## src/nst_pkg.sv

```systemverilog
// Shared types, constants and helpers of the named semaphore table.
`timescale 1ns / 1ps
package nst_pkg;

  localparam int unsigned SLOTS      = 16;
  localparam int unsigned NAME_BYTES = 8;
  localparam int unsigned NAME_W     = NAME_BYTES * 8;
  localparam int unsigned SLOT_W     = (SLOTS > 1) ? $clog2(SLOTS) : 1;
  localparam int unsigned CMP_W      = (SLOT_W > 4) ? SLOT_W : 4;

  localparam logic [1:0] ACT_OPEN    = 2'd0;
  localparam logic [1:0] ACT_CLOSE   = 2'd1;
  localparam logic [1:0] ACT_TRYWAIT = 2'd2;
  localparam logic [1:0] ACT_SIGNAL  = 2'd3;

  localparam logic [2:0] ST_OK          = 3'd0;
  localparam logic [2:0] ST_BAD_ARGS    = 3'd1;
  localparam logic [2:0] ST_NOT_FOUND   = 3'd2;
  localparam logic [2:0] ST_WOULD_BLOCK = 3'd3;
  localparam logic [2:0] ST_AT_MAX      = 3'd4;
  localparam logic [2:0] ST_UNUSED      = 3'd5;

  localparam logic [15:0] COUNT_FULL = 16'hFFFF;

  typedef struct packed {
    logic [1:0]  action;
    logic [63:0] name_key;
    logic [3:0]  name_length;
    logic        create_enable;
    logic [15:0] initial_count;
    logic [15:0] maximum_count;
    logic [3:0]  slot;
  } nst_in_t;

  typedef struct packed {
    logic [2:0]  status;
    logic [3:0]  result_slot;
    logic [15:0] current_value;
  } nst_out_t;

  typedef struct packed {
    logic [1:0]        action;
    logic [NAME_W-1:0] key;
    logic [3:0]        len;
    logic              create;
    logic [15:0]       init;
    logic [15:0]       maxv;
    logic [3:0]        slot;
    logic              done;
    logic [2:0]        status;
    logic [SLOT_W-1:0] idx;
    logic [15:0]       value;
    logic              free_found;
    logic [SLOT_W-1:0] free_idx;
  } nst_tok_t;

  typedef struct packed {
    logic              valid;
    logic [SLOT_W-1:0] idx;
    logic [NAME_W-1:0] key;
    logic [3:0]        len;
    logic [15:0]       init;
    logic [15:0]       maxv;
  } nst_alloc_t;

  typedef enum logic [2:0] {
    FSM_IDLE = 3'b001,
    FSM_WALK = 3'b010,
    FSM_DONE = 3'b100
  } nst_fsm_e;

  function automatic logic [NAME_W-1:0] name_mask(input logic [3:0] len);
    logic [NAME_W-1:0] m;
    m = '0;
    for (int b = 0; b < int'(NAME_BYTES); b++) begin
      if (b < int'(len)) begin
        m[b*8 +: 8] = 8'hFF;
      end
    end
    return m;
  endfunction

endpackage

```

## src/nst_cell.sv

```systemverilog
// One slot of the semaphore table: holds its state and passes the request token on.
`timescale 1ns / 1ps
module nst_cell (
  input  logic                         clk_i,
  input  logic                         rst_ni,
  input  logic [nst_pkg::SLOT_W-1:0]   idx_i,
  input  logic                         tok_valid_i,
  input  nst_pkg::nst_tok_t            tok_i,
  input  nst_pkg::nst_alloc_t          alloc_i,
  output logic                         tok_valid_o,
  output nst_pkg::nst_tok_t            tok_o
);

  logic [15:0]                 ref_q, ref_d;
  logic [15:0]                 val_q, val_d;
  logic [15:0]                 lim_q, lim_d;
  logic [nst_pkg::NAME_W-1:0]  name_q, name_d;
  logic [3:0]                  nlen_q, nlen_d;
  logic                        vld_q;
  nst_pkg::nst_tok_t           tok_q, tok_d;
  logic                        hit_slot;
  logic                        in_use;

  assign in_use   = (ref_q != 16'd0);
  assign hit_slot = (nst_pkg::CMP_W'(tok_i.slot) == nst_pkg::CMP_W'(idx_i));

  always_comb begin
    tok_d  = tok_i;
    ref_d  = ref_q;
    val_d  = val_q;
    lim_d  = lim_q;
    name_d = name_q;
    nlen_d = nlen_q;
    if (tok_valid_i && !tok_i.done) begin
      case (tok_i.action)
        nst_pkg::ACT_OPEN: begin
          if (in_use && nlen_q == tok_i.len && name_q == tok_i.key) begin
            if (ref_q != nst_pkg::COUNT_FULL) begin
              ref_d = ref_q + 16'd1;
            end
            tok_d.done   = 1'b1;
            tok_d.status = nst_pkg::ST_OK;
            tok_d.idx    = idx_i;
            tok_d.value  = val_q;
          end else if (!in_use && !tok_i.free_found) begin
            tok_d.free_found = 1'b1;
            tok_d.free_idx   = idx_i;
          end
        end
        nst_pkg::ACT_CLOSE: begin
          if (hit_slot) begin
            tok_d.done = 1'b1;
            if (!in_use) begin
              tok_d.status = nst_pkg::ST_UNUSED;
              tok_d.value  = 16'd0;
            end else begin
              ref_d        = ref_q - 16'd1;
              tok_d.status = nst_pkg::ST_OK;
              tok_d.value  = val_q;
            end
          end
        end
        nst_pkg::ACT_TRYWAIT: begin
          if (hit_slot) begin
            tok_d.done = 1'b1;
            if (!in_use) begin
              tok_d.status = nst_pkg::ST_UNUSED;
              tok_d.value  = 16'd0;
            end else if (val_q != 16'd0) begin
              val_d        = val_q - 16'd1;
              tok_d.status = nst_pkg::ST_OK;
              tok_d.value  = val_q - 16'd1;
            end else begin
              tok_d.status = nst_pkg::ST_WOULD_BLOCK;
              tok_d.value  = val_q;
            end
          end
        end
        default: begin
          if (hit_slot) begin
            tok_d.done = 1'b1;
            if (!in_use) begin
              tok_d.status = nst_pkg::ST_UNUSED;
              tok_d.value  = 16'd0;
            end else if (val_q >= lim_q) begin
              tok_d.status = nst_pkg::ST_AT_MAX;
              tok_d.value  = val_q;
            end else begin
              val_d        = val_q + 16'd1;
              tok_d.status = nst_pkg::ST_OK;
              tok_d.value  = val_q + 16'd1;
            end
          end
        end
      endcase
    end
    if (alloc_i.valid && alloc_i.idx == idx_i) begin
      ref_d  = 16'd1;
      val_d  = alloc_i.init;
      lim_d  = alloc_i.maxv;
      name_d = alloc_i.key;
      nlen_d = alloc_i.len;
    end
  end

  always_ff @(posedge clk_i or negedge rst_ni) begin
    if (!rst_ni) begin
      ref_q  <= '0;
      val_q  <= '0;
      lim_q  <= '0;
      name_q <= '0;
      nlen_q <= '0;
      vld_q  <= 1'b0;
    end else begin
      ref_q  <= ref_d;
      val_q  <= val_d;
      lim_q  <= lim_d;
      name_q <= name_d;
      nlen_q <= nlen_d;
      vld_q  <= tok_valid_i;
    end
  end

  always_ff @(posedge clk_i) begin
    tok_q <= tok_d;
  end

  assign tok_valid_o = vld_q;
  assign tok_o       = tok_q;

endmodule

```

## config.mk

```make
export PLATFORM = sky130hd
export DESIGN_NAME = nst_cell
export DESIGN_NICKNAME = d
export VERILOG_FILES = /design/src/nst_pkg.sv /design/src/nst_cell.sv
export SDC_FILE = /design/constraint.sdc
export NUM_CORES = 1
export LEC_CHECK = 0
export BUFFER_PORTS_ARGS = -buffer_cell sky130_fd_sc_hd__buf_2
export CAP_MARGIN = 40
export CORE_MARGIN = 3
export CORE_UTILIZATION = 30
export DETAILED_ROUTE_END_ITERATION = 10
export GPL_ROUTABILITY_DRIVEN = 0
export PLACE_DENSITY = 0.57
export SYNTH_ARGS = -nofsm -noshare
export SYNTH_HDL_FRONTEND = slang
export SYNTH_SLANG_ARGS = --single-unit
export TNS_END_PERCENT = 20
```

## constraint.sdc

```tcl
create_clock -name clk_i -period 2.9 [get_ports clk_i]
set_clock_uncertainty 0.2 [all_clocks]
set_input_delay 0.435 -clock clk_i [delete_from_list [all_inputs] [get_ports clk_i]]
set_output_delay 0.435 -clock clk_i [all_outputs]
set_load 0.02 [all_outputs]
```

Word-level counts from Yosys, hierarchy flattened
Index checks and enable logic that the tools add are counted.

word-level totals
  bits of input ports = 248
  output and inout bits = 137
  bits in registers = 253
  memories kept = 0
  bits in read-only memories = 0
  latch bits = 0
  memory bits (writable) = 0

cells by class
  reductions and logical operators = 18
  bitwise gates (word level) = 0
  mux-type cells = 38
  divide/modulo/power cells = 0
  equal/unequal tests = 12
  add/sub/neg operators = 4
  $lt $le $gt $ge = 1
  multiply operators = 0
  shift-type cells = 0

operator list
  kind                                                                   count
  16-bit two-way mux                                                     20
  64-bit equality test                                                   1
  16-bit case mux with 2 select lines                                    2
  16-bit case mux with 3 select lines                                    1
  16-bit by 1-bit adder with 16-bit output, second input constant        2
  16-bit nonzero test                                                    2
  16-bit by 1-bit subtractor with 16-bit output, second input constant   2
  29-bit two-way mux                                                     1
  24-bit two-way mux                                                     1
  16-bit greater-or-equal comparator                                     1
  4-bit two-way mux                                                      4
  16-bit inequality test, second input constant                          1
  5-bit two-way mux                                                      3
  4-bit equality test                                                    3
  3-bit two-way mux                                                      4
  3-bit inequality test, second input constant                           4
  4-bit case mux with 3 select lines                                     1
  6-bit AND reduction                                                    1
  2-bit nonzero test                                                     3
  1-bit logical AND                                                      5
  4-bit AND reduction                                                    1
  1-bit zero test                                                        3
  3-bit nonzero test                                                     1
  2-bit by 1-bit equality test with 1-bit output, second input constant  1
  5 further kinds                                                        5

Depth between registers and ports, before layout
Gate-level depths: netlist of run 1.

  depth after elaboration = 7
  depth in mapped cells = 13
  depth with buffers taken out = 11

Least setup slack after synthesis of run 1
Ideal clock, no wire load.

  kind = in2reg
  start point = input port tok_i[134] in the netlist's numbering
  end point = register ref_q[15]
  data arrival time = 3.019 ns
  path slack = -0.397 ns
  library setup time = 0.078 ns
  cell stages on the path = 12
  cell sequence = clkbuf_1 > nand2b_1 > inv_1 > ha_1 > a21oi_1 > o221ai_1 > a31oi_1 > o2111ai_1 > a21oi_1 > xnor2_1 > or3_1 > a21oi_1

between the ends
  longest elaborated chain between the ends = 4

ends and longest elaborated chain
  item                                                                               RTL line         RTL
  start, declared                                                                    nst_cell.sv:8    input nst_pkg::nst_tok_t tok_i,
  2-bit by 1-bit equality test with 1-bit output or 2-bit zero test (tied branches)  nst_cell.sv:35   case (tok_i.action)
  16-bit case mux with 2 select lines                                                nst_cell.sv:35
  16-bit two-way mux                                                                 nst_cell.sv:34   if (tok_valid_i && !tok_i.done) begin
  16-bit two-way mux                                                                 nst_cell.sv:97   if (alloc_i.valid && alloc_i.idx == idx_i) begin
  end signal, assigned                                                               nst_cell.sv:115  ref_q <= ref_d;
  end, declared                                                                      nst_cell.sv:14   logic [15:0] ref_q, ref_d;

Parallel ways exist; a longest one is shown, timed or not. The select of a mux whose other input is x is not followed.
A chain may end at the register's enable or synchronous reset.

==> results.md, run 1 <==
- Leak: 8.55 nW
- NumNets Final: 2191
- Worst hold path type: input port to register
- Worst slew margin relative to its limit: 51.1%
- WL/cell: 17.9 µm
- Synth Net Count: 1464
- Post-synth cell types: 75
- Setup violators final: 2
- CTS max path bufs: 3
- Initial Util: 30.6%
- Residual DRC: 0
- Mux cell area share after synthesis: 2.41%
- Total track usage: 20.4%
- Area delta synth->final: 62.2%
- CP required: 3.16 ns
- Final instance area: 0.0182 mm²
- Mean Syn Cell Area: 9.49 µm²
- Sequential share of the synthesized area: 50.4%
- Fmax: 343 MHz
- Largest cells by area after synthesis: dfrtp_1, dfxtp_1, nand2_1
- Worst EP arrival: 3.17 ns
- Max-cap viol count: 0
- Clock network latency to the later pin of the worst-skew pair: 0.57 ns
- DR vias/cell: 4.81
- Simple-gate share of the synthesized area: 20.0%
- PD cells: 705 mW/mm²
- Post-Syn Instances: 1182
- Final hold violation count: 0
- Post-route total power: 12.8 mW
- Synthesized area: 0.0112 mm²
- Critical path startpoint category: register
- Share of layout cells above drive strength 1: 33.4%
- Largest family of logic cells by synthesized area: simple AND/OR/NAND/NOR gates
- First-pass GRT wire length: 64500 µm
- Setup crit end kind: register
- DR iter-0 viols: 627
- Vias in the first global route: 11900
- Commonest cells in the netlist: nand2_1, dfxtp_1, dfrtp_1, xnor2_1
- Placed Area: 0.0146 mm²
- Status: finished, violations left
- Biggest area consumer among synthesized cells: dfrtp_1
- Die Span Y: 199 µm
- RSZ-0062 raised after global routing: true
- Non-Filler Instances: 2403
- Dpl cells: 2102
- Worst Slack Setup Final: -0.0171 ns
- Pin slew with the least headroom to its limit: 0.727 ns
- Root Buffer: clkbuf_16
- PortBufs: 384
- DRT Pass-1 Iters: 5
- Top cell type's share of synthesized area: 26.1%
- #FFs+latches synth: 253
- Final ANT Viol Nets: 0
- Post-synth EDFFs: 0
- Via count: 11600
- Routed WL: 42900 µm
- Worst-path fanout max: 5
- XOR/XNOR Fraction of Synth Area: 8.20%
- Largest net degree at the start of global routing: 124
- Period utilization: 101%
- Total CTS buffers: 29
- Worst Setup Path Type: register to register
- Compound-Gate Fraction of Synth Area: 11.0%
- I/O pins: 385
- Global route total overflow: 0
- Clock sink count: 253
- # rows: 70
- Final min period: 2.92 ns
- Die area: 0.0398 mm²
- Asr flop ratio synth: 46.2%
- Hpwl dp: 29900 µm
- Reg clk slew, reported paths: 0.06 ns
- Final Max Tran Viols: 0
- CTS tree: yes
- Area of the core: 0.0367 mm²
- Failing checks: negative setup slack
- Ys flop type: dfxtp_1
- Count leader, synth: nand2_1
- Initial antenna violation count: 3
- Syn. warnings: 0
- Die W: 199 µm
- CTS H-tree depth: 1
- Maximum VDD drop: 0.527 mV
- Post-Synth Adder-Cell Area: 3.86%
## logic make-up after synthesis
group	after synthesis
adder cells (fa/ha/maj)	34
AO/OA/AOI/OAI	189
AND/OR/NAND/NOR	483
flip-flops	253
buffers and inverters	92
multiplexers	26
XOR/XNOR	105
## cells in the final DEF, fill, tap and decap left out, types with 5 or more instances in the layout
| master | instances |
|---|---|
| a31oi_1 | 7 |
| mux2_2 | 8 |
| nor3_1 | 19 |
| dfxtp_1 | 136 |
| xor2_1 | 18 |
| buf_2 | 382 |
| o21ai_0 | 39 |
| clkbuf_16 | 30 |
| dfrtp_1 | 115 |
| nand2b_1 | 8 |
| buf_4 | 125 |
| nand3_1 | 33 |
| and3_1 | 6 |
| dlygate4sd3_1 | 242 |
| a21o_1 | 6 |
| ha_1 | 26 |
| inv_1 | 26 |
| nand2_1 | 268 |
| clkinv_2 | 7 |
| ha_4 | 7 |
| nor4_2 | 7 |
| xnor2_1 | 84 |
| clkbuf_8 | 5 |
| o211ai_1 | 6 |
| o22ai_1 | 5 |
| nor2_1 | 54 |
| buf_12 | 5 |
| a21oi_1 | 52 |
| mux2i_1 | 18 |
| nor4_1 | 10 |
| a22oi_1 | 7 |
| nand4_1 | 31 |
## worst paths after layout
kind / from / end / slack (ns) / cells after the start
setup reg to reg: name_q[41] / tok_o[17] / -0.02 / 8
setup / recovery: name_q[41] / tok_o[17] / -0.02 / 8
hold / removal: alloc_i[104] / val_q[15] / 0.13 / 4
hold reg to reg: name_q[5] / name_q[5] / 0.30 / 2
max in group asynchronous: rst_ni / name_q[41] / 1.63 / 3
min in group asynchronous: rst_ni / val_q[5] / 0.16 / 2
## timing repair
| item | CTS | global route |
|---|---|---|
| pin swaps | 0 | 18 |
| resized for setup | 10 | 39 |
| hold buffers | 242 | 0 |
| setup buffers | 0 | 4 |
| hold endpoints to repair | 261 | 0 |
| setup endpoints to repair | 31 | 46 |
| gates cloned | 0 | 1 |
## report_power, final
part	internal (mW)	switching (mW)	leakage [nW]
combinational	2.10	2.25	5.46
sequential	4.20	0.486	2.60
clock	2.21	1.56	0.489
## worst max-delay path, cell delays in order (launching register included)
cell,delay (ns)
dfrtp_2,0.46
xnor2_2,0.18
nand4_1,0.28
nor4_2,0.36
buf_4,0.16
nand3_4,0.07
or3_4,0.48
a21o_4,0.26
a2111o_1,0.36
## registers in the layout, indices dropped and copies added, names as in the netlist
register / count
lim_q: 16
name_q: 64
nlen_q: 4
ref_q: 16
tok_o: 136
tok_valid_o: 1
val_q: 16
## metal layers
metal / track usage (%) / wire length, µm / part of all wire [%]
met3: 3.54 / 2550 / 5.9
met4: 7.08 / 1240 / 2.9
met1: 25.7 / 17600 / 41
met5: 0 / 27 / 0.063
met2: 35.4 / 21500 / 50
## area by class of cell
class / count / area (µm²)
fill: 3365 / 18500
tap: 468 / 586
sequential: 253 / 5650
multi-input combinational: 838 / 5430
antenna: 3 / 7.51
inverter: 28 / 109
clock buffer: 39 / 835
timing repair buffer: 759 / 5430
clock inverter: 15 / 154
## metrics by stage
stage | utilization [%] | setup WS (ns) | TNS (ns) | hold slack (ns)
6_report | 49.6 | -0.0171 | -0.0289 | 0.128
3_3_place_gp | 39.6 | -0.386 | -5.65 | 0.213
3_5_place_dp | 39.7 | -0.392 | -6.29 | 0.210
2_1_floorplan | - | -0.140 | -0.683 | -0.0606
5_1_grt | 49.6 | -0.0600 | -0.425 | 0.172
4_1_cts | 49.0 | -0.0110 | -0.0110 | 0.113
(Power assumes the default switching activity.)
==> inputs of run 2 (changes only) <==
--- a/config.mk
+++ b/config.mk
@@ -5,13 +5,14 @@
 export SDC_FILE = /design/constraint.sdc
 export NUM_CORES = 1
 export LEC_CHECK = 0
+export ABC_AREA = 1
 export BUFFER_PORTS_ARGS = -buffer_cell sky130_fd_sc_hd__buf_2
 export CAP_MARGIN = 40
 export CORE_MARGIN = 3
 export CORE_UTILIZATION = 30
 export DETAILED_ROUTE_END_ITERATION = 10
 export GPL_ROUTABILITY_DRIVEN = 0
-export PLACE_DENSITY = 0.57
+export PLACE_DENSITY = 0.56
 export SYNTH_ARGS = -nofsm -noshare
 export SYNTH_HDL_FRONTEND = slang
 export SYNTH_SLANG_ARGS = --single-unit
==> run 2 against run 1 <==
  * The flow now finishes without violations
  * Sequential share of layout area decreased by 1.4 points
  * Count of clock-buffer cells in the layout is 6 higher
  * Global-route usage rose by 1.1 points
  * Non-clock buffer count fell by 83
  * Worst setup slack better by 0.14 ns
  * Fmax increased by 4.9%
  * Wire length up 16%
  * First-iteration DRC count up 52%
  * Utilization shrank 3.6 points
  * Critical path type is now input port to register
  * Highest routed layer is now met4
==> results.md, run 2 <==
- Worst setup path endpoint: tok_o[2] (was tok_o[17])
- Post-synth EDFFs: 0 (unchanged)
- Setup violators final: 0 (was 2)
- CTS max path bufs: 3 (unchanged)
- Reg-to-Reg Start: ref_q[0] (was name_q[41])
- Footprint of the multi-input gates: 0.00605 mm² (was 0.00543 mm²)
- Worst hold path type: input port to register (unchanged)
- Count leader, synth: nand2_1 (unchanged)
- Hold WS: 0.0480 ns (was 0.128 ns)
- Sequential share of the synthesized area: 44.4% (was 50.4%)
- Initial Util: 30.7% (was 30.6%)
- DR iter-0 viols: 950 (was 627)
- Global route total overflow: 0 (unchanged)
- Critical path's largest stage delay: 0.55 ns (was 0.48 ns)
- Postcts setup bufs: 0 (unchanged)
- Clock network latency to the later pin of the worst-skew pair: 0.59 ns (was 0.57 ns)
- Core Util, Final: 46.0% (was 49.6%)
- Worst EP arrival: 3.04 ns (was 3.17 ns)
- Area of the core: 0.0414 mm² (was 0.0367 mm²)
- Critical R2R Capture: tok_o[2] (was tok_o[17])
- Mean Syn Cell Area: 7.29 µm² (was 9.49 µm²)
- First-pass GRT wire length: 76700 µm (was 64500 µm)
- CTS tree: yes (unchanged)
- CP required: 3.16 ns (about the same)
- Final hold violation count: 0 (unchanged)
- CP max-delay cell: dlygate4sd3_1 (was or3_4)
- Largest cells by area after synthesis: dfrtp_1, dfxtp_1, nand2_1 (unchanged)
- Worst slew margin relative to its limit: 63.7% (was 51.1%)
- Post-synth cell types: 43 (was 75)
- Clock sink count: 253 (unchanged)
- WL/cell: 16.8 µm (was 17.9 µm)
- Worst-path fanout max: 7 (was 5)
- Leak: 9.69 nW (was 8.55 nW)
- Dpl cells: 2654 (was 2102)
- Die W: 212 µm (was 199 µm)
- Total CTS buffers: 31 (was 29)
- Final ANT Viol Nets: 0 (unchanged)
- PortBufs: 384 (unchanged)
- RSZ-0062 raised after global routing: true (unchanged)
- Final Max Tran Viols: 0 (unchanged)
- Worst setup path start: tok_i[134] (was name_q[41])
- Ys flop type: dfxtp_1 (unchanged)
- Seq. cell area: 0.00565 mm² (about the same)
- CTS H-tree depth: 1 (unchanged)
- Maximum VDD drop: 0.456 mV (was 0.527 mV)
- Asr flop ratio synth: 46.2% (unchanged)
- PD cells: 734 mW/mm² (was 705 mW/mm²)
- NumNets Final: 2678 (was 2191)
- Reg clk slew, reported paths: 0.06 ns (about the same)
- Via count: 13800 (was 11600)
- Most common cell after layout, fill and taps aside: nand2_1 (was buf_2)
- Syn. warnings: 0 (unchanged)
- Placed Area: 0.0155 mm² (was 0.0146 mm²)
- R2r setup slk: 0.14 ns (was -0.02 ns)
- Residual DRC: 0 (unchanged)
- Setup crit end kind: register (unchanged)
- Synthesized area: 0.0127 mm² (was 0.0112 mm²)
- Max reg flops: 136 (unchanged)
- Status: completed (was finished, violations left)
- Initial antenna violation count: 5 (was 3)
- DRT Pass-1 Iters: 5 (unchanged)
- Worst Setup Path Type: input port to register (was register to register)
- CP bufs+invs: 5 (was 1)
- Post-Syn Instances: 1744 (was 1182)
- Crit-path cells: dlygate4sd3_1, buf_2, buf_4, nor2_1, inv_1, nor2_1, nand3_1, mux2_2, dlygate4sd3_1 (was xnor2_2, nand4_1, nor4_2, buf_4, nand3_4, or3_4, a21o_4, a2111o_1)
- Most frequent cells in the layout: nand2_1, buf_2, dlygate4sd3_1 (was buf_2, nand2_1, dlygate4sd3_1)
- Critical path startpoint category: input port (was register)
- DR vias/cell: 4.66 (was 4.81)
- Largest net degree at the start of global routing: 92 (was 124)
- Worst path depth: 9 (was 8)
- Root Buffer: clkbuf_16 (unchanged)
- Delay-heaviest family, CP: buffers and inverters (was simple AND/OR/NAND/NOR gates)
- Commonest cells in the netlist: nand2_1, inv_1, nor2_1, dfxtp_1, dfrtp_1 (was nand2_1, dfxtp_1, dfrtp_1, xnor2_1)
- # rows: 74 (was 70)
- Die Span Y: 212 µm (was 199 µm)
- Synth Net Count: 2026 (was 1464)
- #FFs+latches synth: 253 (unchanged)
- Filler cells: 4021 (was 3365)
- Final min period: 2.78 ns (was 2.92 ns)
- Vias in the first global route: 13900 (was 11900)
- Die area: 0.0449 mm² (was 0.0398 mm²)
- I/O pins: 385 (unchanged)
- Biggest area consumer among synthesized cells: dfrtp_1 (unchanged)
- Hpwl dp: 35500 µm (was 29900 µm)
- Total track usage: 21.5% (was 20.4%)
- Period utilization: 95.8% (was 101%)
- Pin slew with the least headroom to its limit: 0.545 ns (was 0.727 ns)
- Fmax: 360 MHz (was 343 MHz)
- Routed WL: 49700 µm (was 42900 µm)
- Final instance area: 0.0190 mm² (was 0.0182 mm²)
- Non-Filler Instances: 2958 (was 2403)
- Top cell type's share of synthesized area: 23.0% (was 26.1%)
- Max-cap viol count: 0 (unchanged)
- Share of layout cells above drive strength 1: 21.8% (was 33.4%)
- Worst R2R Path Depth: 8 (unchanged)
- Area delta synth->final: 49.7% (was 62.2%)
==> run 2: changes by cell type after synthesis, moves of 8 or more <==
cell,change
buf_2,+23
clkbuf_1,-19
inv_1,+164
mux2i_1,-18
nand2_1,+294
nand2b_1,-9
nand3_1,+77
nand4_1,-8
nor2_1,+125
nor4_1,-18
o211ai_1,+9
o21ai_0,+68
xnor2_1,-59
xor2_1,+19
==> run 2: area by class of cell <==
| cell class | instances | share of cell area [%] |
|---|---|---|
| Antenna cell | 5 | 0.0657 |
| Clock buffer | 45 | 5.23 |
| Clock inverter | 13 | 0.867 |
| Inverter | 197 | 3.89 |
| Multi-Input combinational cell | 1237 | 31.8 |
| Sequential cell | 253 | 29.7 |
| Tap cell | 532 | 3.50 |
| Timing Repair Buffer | 676 | 25.0 |
==> run 2: stage by stage <==
| stage | TNS (ns) | total power, mW | setup slack (ns) |
|---|---|---|---|
| CTS | 0 | 14.0 | 0.119 |
| global route | -0.0784 | 14.9 | -0.0390 |
| global placement | 0 | 9.26 | 0.137 |
| detailed placement | 0 | 9.36 | 0.107 |
| floorplan | 0 | 7.68 | 0.0999 |
| finish | 0 | 14.0 | 0.120 |
==> run 2: layer usage <==
metal / wire length (µm) / GRT usage, %
met3: 3180 / 3.39
met1: 21600 / 27.9
met2: 23600 / 37.4
met5: 0 / 0
met4: 1270 / 5.66
==> run 2: worst min-delay path by stage <==
stage | startpoint | depth (start not counted) | end | slack (ns)
floorplan | rst_ni | 0 | lim_q[0] | -0.06
global placement | rst_ni | 1 | name_q[51] | 0.15
detailed placement | rst_ni | 1 | name_q[51] | 0.15
CTS | tok_i[10] | 5 | tok_o[10] | 0.009
global route | tok_i[14] | 5 | tok_o[14] | 0.06
finish | tok_i[11] | 5 | tok_o[11] | 0.05
==> run 2: worst register-to-register path, delay by kind of cell (launching register included) <==
family        cells  cell delay [ns]
buf+inv           2             0.86
flops             1             0.48
simple gates      5             0.73
mux               1             0.36
==> run 2: power by group <==
part | leakage, nW | internal (mW) | switching (mW) | total, mW
Combinational | 6.52 | 1.88 | 3.14 | 5.02
Clock | 0.575 | 2.67 | 1.67 | 4.33
Sequential | 2.59 | 4.17 | 0.451 | 4.62
==> run 2: cells by family (layout without fill, tap and decap cells) <==
kind of cell,after synthesis,in the layout,share of synthesized area (%)
other,0,5,0
AND/OR/NAND/NOR,920,920,30.0
AO/OA/AOI/OAI,213,213,9.19
multiplexers,5,5,0.443
flip-flops,253,253,44.4
buffers and inverters,254,931,8.05
adder cells (fa/ha/maj),34,34,3.40
XOR/XNOR,65,65,4.47
==> run 2: timing repair <==
item | 4_1_cts | 5_1_grt
resized for setup | 0 | 2
setup endpoints to repair | 0 | 19
hold endpoints to repair | 312 | 0
hold buffers | 241 | 0
==> inputs of run 3 (changes only) <==
--- a/config.mk
+++ b/config.mk
@@ -13,6 +13,7 @@
 export DETAILED_ROUTE_END_ITERATION = 10
 export GPL_ROUTABILITY_DRIVEN = 0
 export PLACE_DENSITY = 0.56
+export SETUP_SLACK_MARGIN = 0.5
 export SYNTH_ARGS = -nofsm -noshare
 export SYNTH_HDL_FRONTEND = slang
 export SYNTH_SLANG_ARGS = --single-unit
==> run 3 against run 2 <==
  * Combinational power is 10% higher
  * Die area stayed put
  * Via count is 2.4% higher
  * Fmax is 15% higher
  * Non-clock buffer count is 4 higher
  * Sequential share of layout area is 0.43 points lower
  * Clock power is 12% lower
  * Power hardly changed
  * Count of clock-buffer cells in the layout is 5 lower
  * Utilization is 0.70 points higher
  * Sequential power hardly changed
  * Register-to-register slack better by 0.37 ns
  * Largest cell class unchanged
  * Largest power group unchanged
==> results.md, run 3 (synthesis gave the netlist of run 2 again) <==
- CP required: 3.19 ns (was 3.16 ns)
- Seq pwr share: 33.3% (was 33.1%)
- Hpwl dp: 35400 µm (was 35500 µm)
- # rows: 74 (unchanged)
- Worst slew margin relative to its limit: 63.2% (was 63.7%)
- Hold WS: 0.0213 ns (was 0.0480 ns)
- Pin slew with the least headroom to its limit: 0.552 ns (was 0.545 ns)
- P_int: 8.48 mW (was 8.72 mW)
- Hold depth: 5 (unchanged)
- Worst hold path type: input port to register (unchanged)
- Reg clk slew, reported paths: 0.06 ns (about the same)
- Clock Power Share: 27.2% (was 31.0%)
- Vias in the first global route: 14000 (was 13900)
- Setup TNS: 0 ns (unchanged)
- Residual DRC: 0 (unchanged)
- NumNets Final: 2683 (was 2678)
- Root Buffer: clkbuf_16 (unchanged)
- Clock network latency to the later pin of the worst-skew pair: 0.58 ns (was 0.59 ns)
- Most common cell after layout, fill and taps aside: nand2_1 (unchanged)
- Area delta synth->final: 52.0% (was 49.7%)
- Die Span Y: 212 µm (unchanged)
- Worst Slack Setup Final: 0.486 ns (was 0.120 ns)
- R2r setup slk: 0.51 ns (was 0.14 ns)
- Via count: 14100 (was 13800)
- I/O pins: 385 (unchanged)
- RSZ-0062 raised after global routing: true (unchanged)
- Area of the core: 0.0414 mm² (unchanged)
- DR vias/cell: 4.77 (was 4.66)
- Final hold violation count: 0 (unchanged)
- PortBufs: 384 (unchanged)
- Total track usage: 21.2% (was 21.5%)
- Worst Setup Path Type: input port to register (unchanged)
- Post-route total power: 14.0 mW (about the same)
- Worst EP arrival: 2.70 ns (was 3.04 ns)
- DR iter-0 viols: 1110 (was 950)
- Reg-to-Reg Start: val_q[14] (was ref_q[0])
- Switching Share: 39.3% (was 37.6%)
- PD cells: 723 mW/mm² (was 734 mW/mm²)
- Filler cells: 4006 (was 4021)
- Fmax: 414 MHz (was 360 MHz)
- Worst min-delay path startpoint: tok_i[11] (unchanged)
- Final Max Tran Viols: 0 (unchanged)
- Clock sink count: 253 (unchanged)
- Final min period: 2.41 ns (was 2.78 ns)
- WL/cell: 16.8 µm (about the same)
- Combinational group share of total power: 39.5% (was 35.9%)
- Setup violators final: 0 (unchanged)
- Routed WL: 49900 µm (was 49700 µm)
- Total CTS buffers: 30 (was 31)
- Share of layout cells above drive strength 1: 24.9% (was 21.8%)
- Global route total overflow: 0 (unchanged)
- Final ANT Viol Nets: 0 (unchanged)
- Initial antenna violation count: 6 (was 5)
- Post-place setup slack: 0.0536 ns (was 0.107 ns)
- Max reg flops: 136 (unchanged)
- Worst setup path start: idx_i[1] (was tok_i[134])
- Setup crit end kind: register (unchanged)
- Largest net degree at the start of global routing: 80 (was 92)
- Hold EP: tok_o[11] (unchanged)
- CTS H-tree depth: 1 (unchanged)
- Max-cap viol count: 0 (unchanged)
- Die W: 212 µm (unchanged)
- Status: completed (unchanged)
- Most frequent cells in the layout: nand2_1, buf_2, dlygate4sd3_1 (unchanged)
- CTS tree: yes (unchanged)
- Leak: 9.69 nW (about the same)
- Initial Util: 30.7% (unchanged)
- NetSw: 5.49 mW (was 5.26 mW)
- Worst-path fanout max: 17 (was 7)
- DRT Pass-1 Iters: 6 (was 5)
- Period utilization: 83.2% (was 95.8%)
- CTS max path bufs: 3 (unchanged)
- Critical R2R Capture: tok_o[7] (was tok_o[2])
- Maximum VDD drop: 0.423 mV (was 0.456 mV)
- Critical path startpoint category: input port (unchanged)
- First-pass GRT wire length: 75500 µm (was 76700 µm)
- Worst R2R Path Depth: 11 (was 8)
- Die area: 0.0449 mm² (unchanged)
## run 3: cell types whose count changed in the layout (fill, tap and decap cells not counted), sizes merged
| cell | previous run | this run |
|---|---|---|
| clkbuf | 45 | 40 |
| buf | 435 | 448 |
| clkinv | 5 | 10 |
| nand3 | 117 | 118 |
| dlygate4sd3 | 241 | 232 |
| bufinv | 3 | 1 |
| clkinvlp | 1 | 2 |
## run 3: routing by layer
layer	global-route usage, %	share of wire [%]
met4	7.53	3.4
met2	36.3	47
met5	0	0.014
met1	27.0	42
met3	3.66	7.1
## run 3: repair_timing
| action | CTS | global route |
|---|---|---|
| pin swaps | 1 | 23 |
| endpoints found under the hold margin | 316 | 0 |
| hold buffers | 232 | 0 |
| gates resized for setup | 17 | 88 |
| gates cloned | 0 | 2 |
| setup buffers | 3 | 14 |
| endpoints found under the setup margin | 48 | 52 |
## run 3: final cells by class
cell class                 instances  area [µm²]  share of cell area [%]
timing repair buffer             680        4840                    25.0
sequential                       253        5650                    29.2
timing repair inverter             1        5.00                  0.0259
clock inverter                    16         139                   0.718
clock buffer                      40         851                    4.40
antenna                            5        12.5                  0.0647
inverter                         197         747                    3.86
tap                              532         666                    3.44
multi-input combinational       1238        6420                    33.2
## run 3: critical path, stage by stage
cell and delay (ns):
dlygate4sd3_1 0.53, buf_2 0.15, xor2_1 0.16, nor2_1 0.13, nand3_2 0.14, nor2_4 0.15, inv_2 0.12, nor2_8 0.34
o211ai_1 0.20, nand3b_1 0.12, nor2_1 0.05, nor2_1 0.17
## run 3: worst max path at each step
stage	slack, ns	end	depth (start not counted)
floorplan	0.51	ref_q[11]	12
global placement	0.09	ref_q[11]	12
detailed placement	0.05	ref_q[12]	12
CTS	0.46	tok_o[22]	11
global route	0.38	ref_q[12]	9
finish	0.49	tok_o[6]	12
## run 3: power by group through the flow
stage | sequential, mW | combinational (mW) | clock (mW)
after global routing | 4.73 | 6.14 | 4.04
after global placement | 4.68 | 4.56 | 0
final | 4.65 | 5.52 | 3.80
after CTS | 4.64 | 5.00 | 3.89
after floorplan | 4.74 | 2.94 | 0
after detailed placement | 4.70 | 4.63 | 0
## run 3: through the flow
step	utilization, %	instance area (µm²)	std cells
final	46.7	19300	2962
after global routing	46.7	19300	2962
after CTS	45.5	18800	2941
after detailed placement	37.3	15400	2650
after global placement	37.3	15400	2650
after floorplan	-	12700	1744
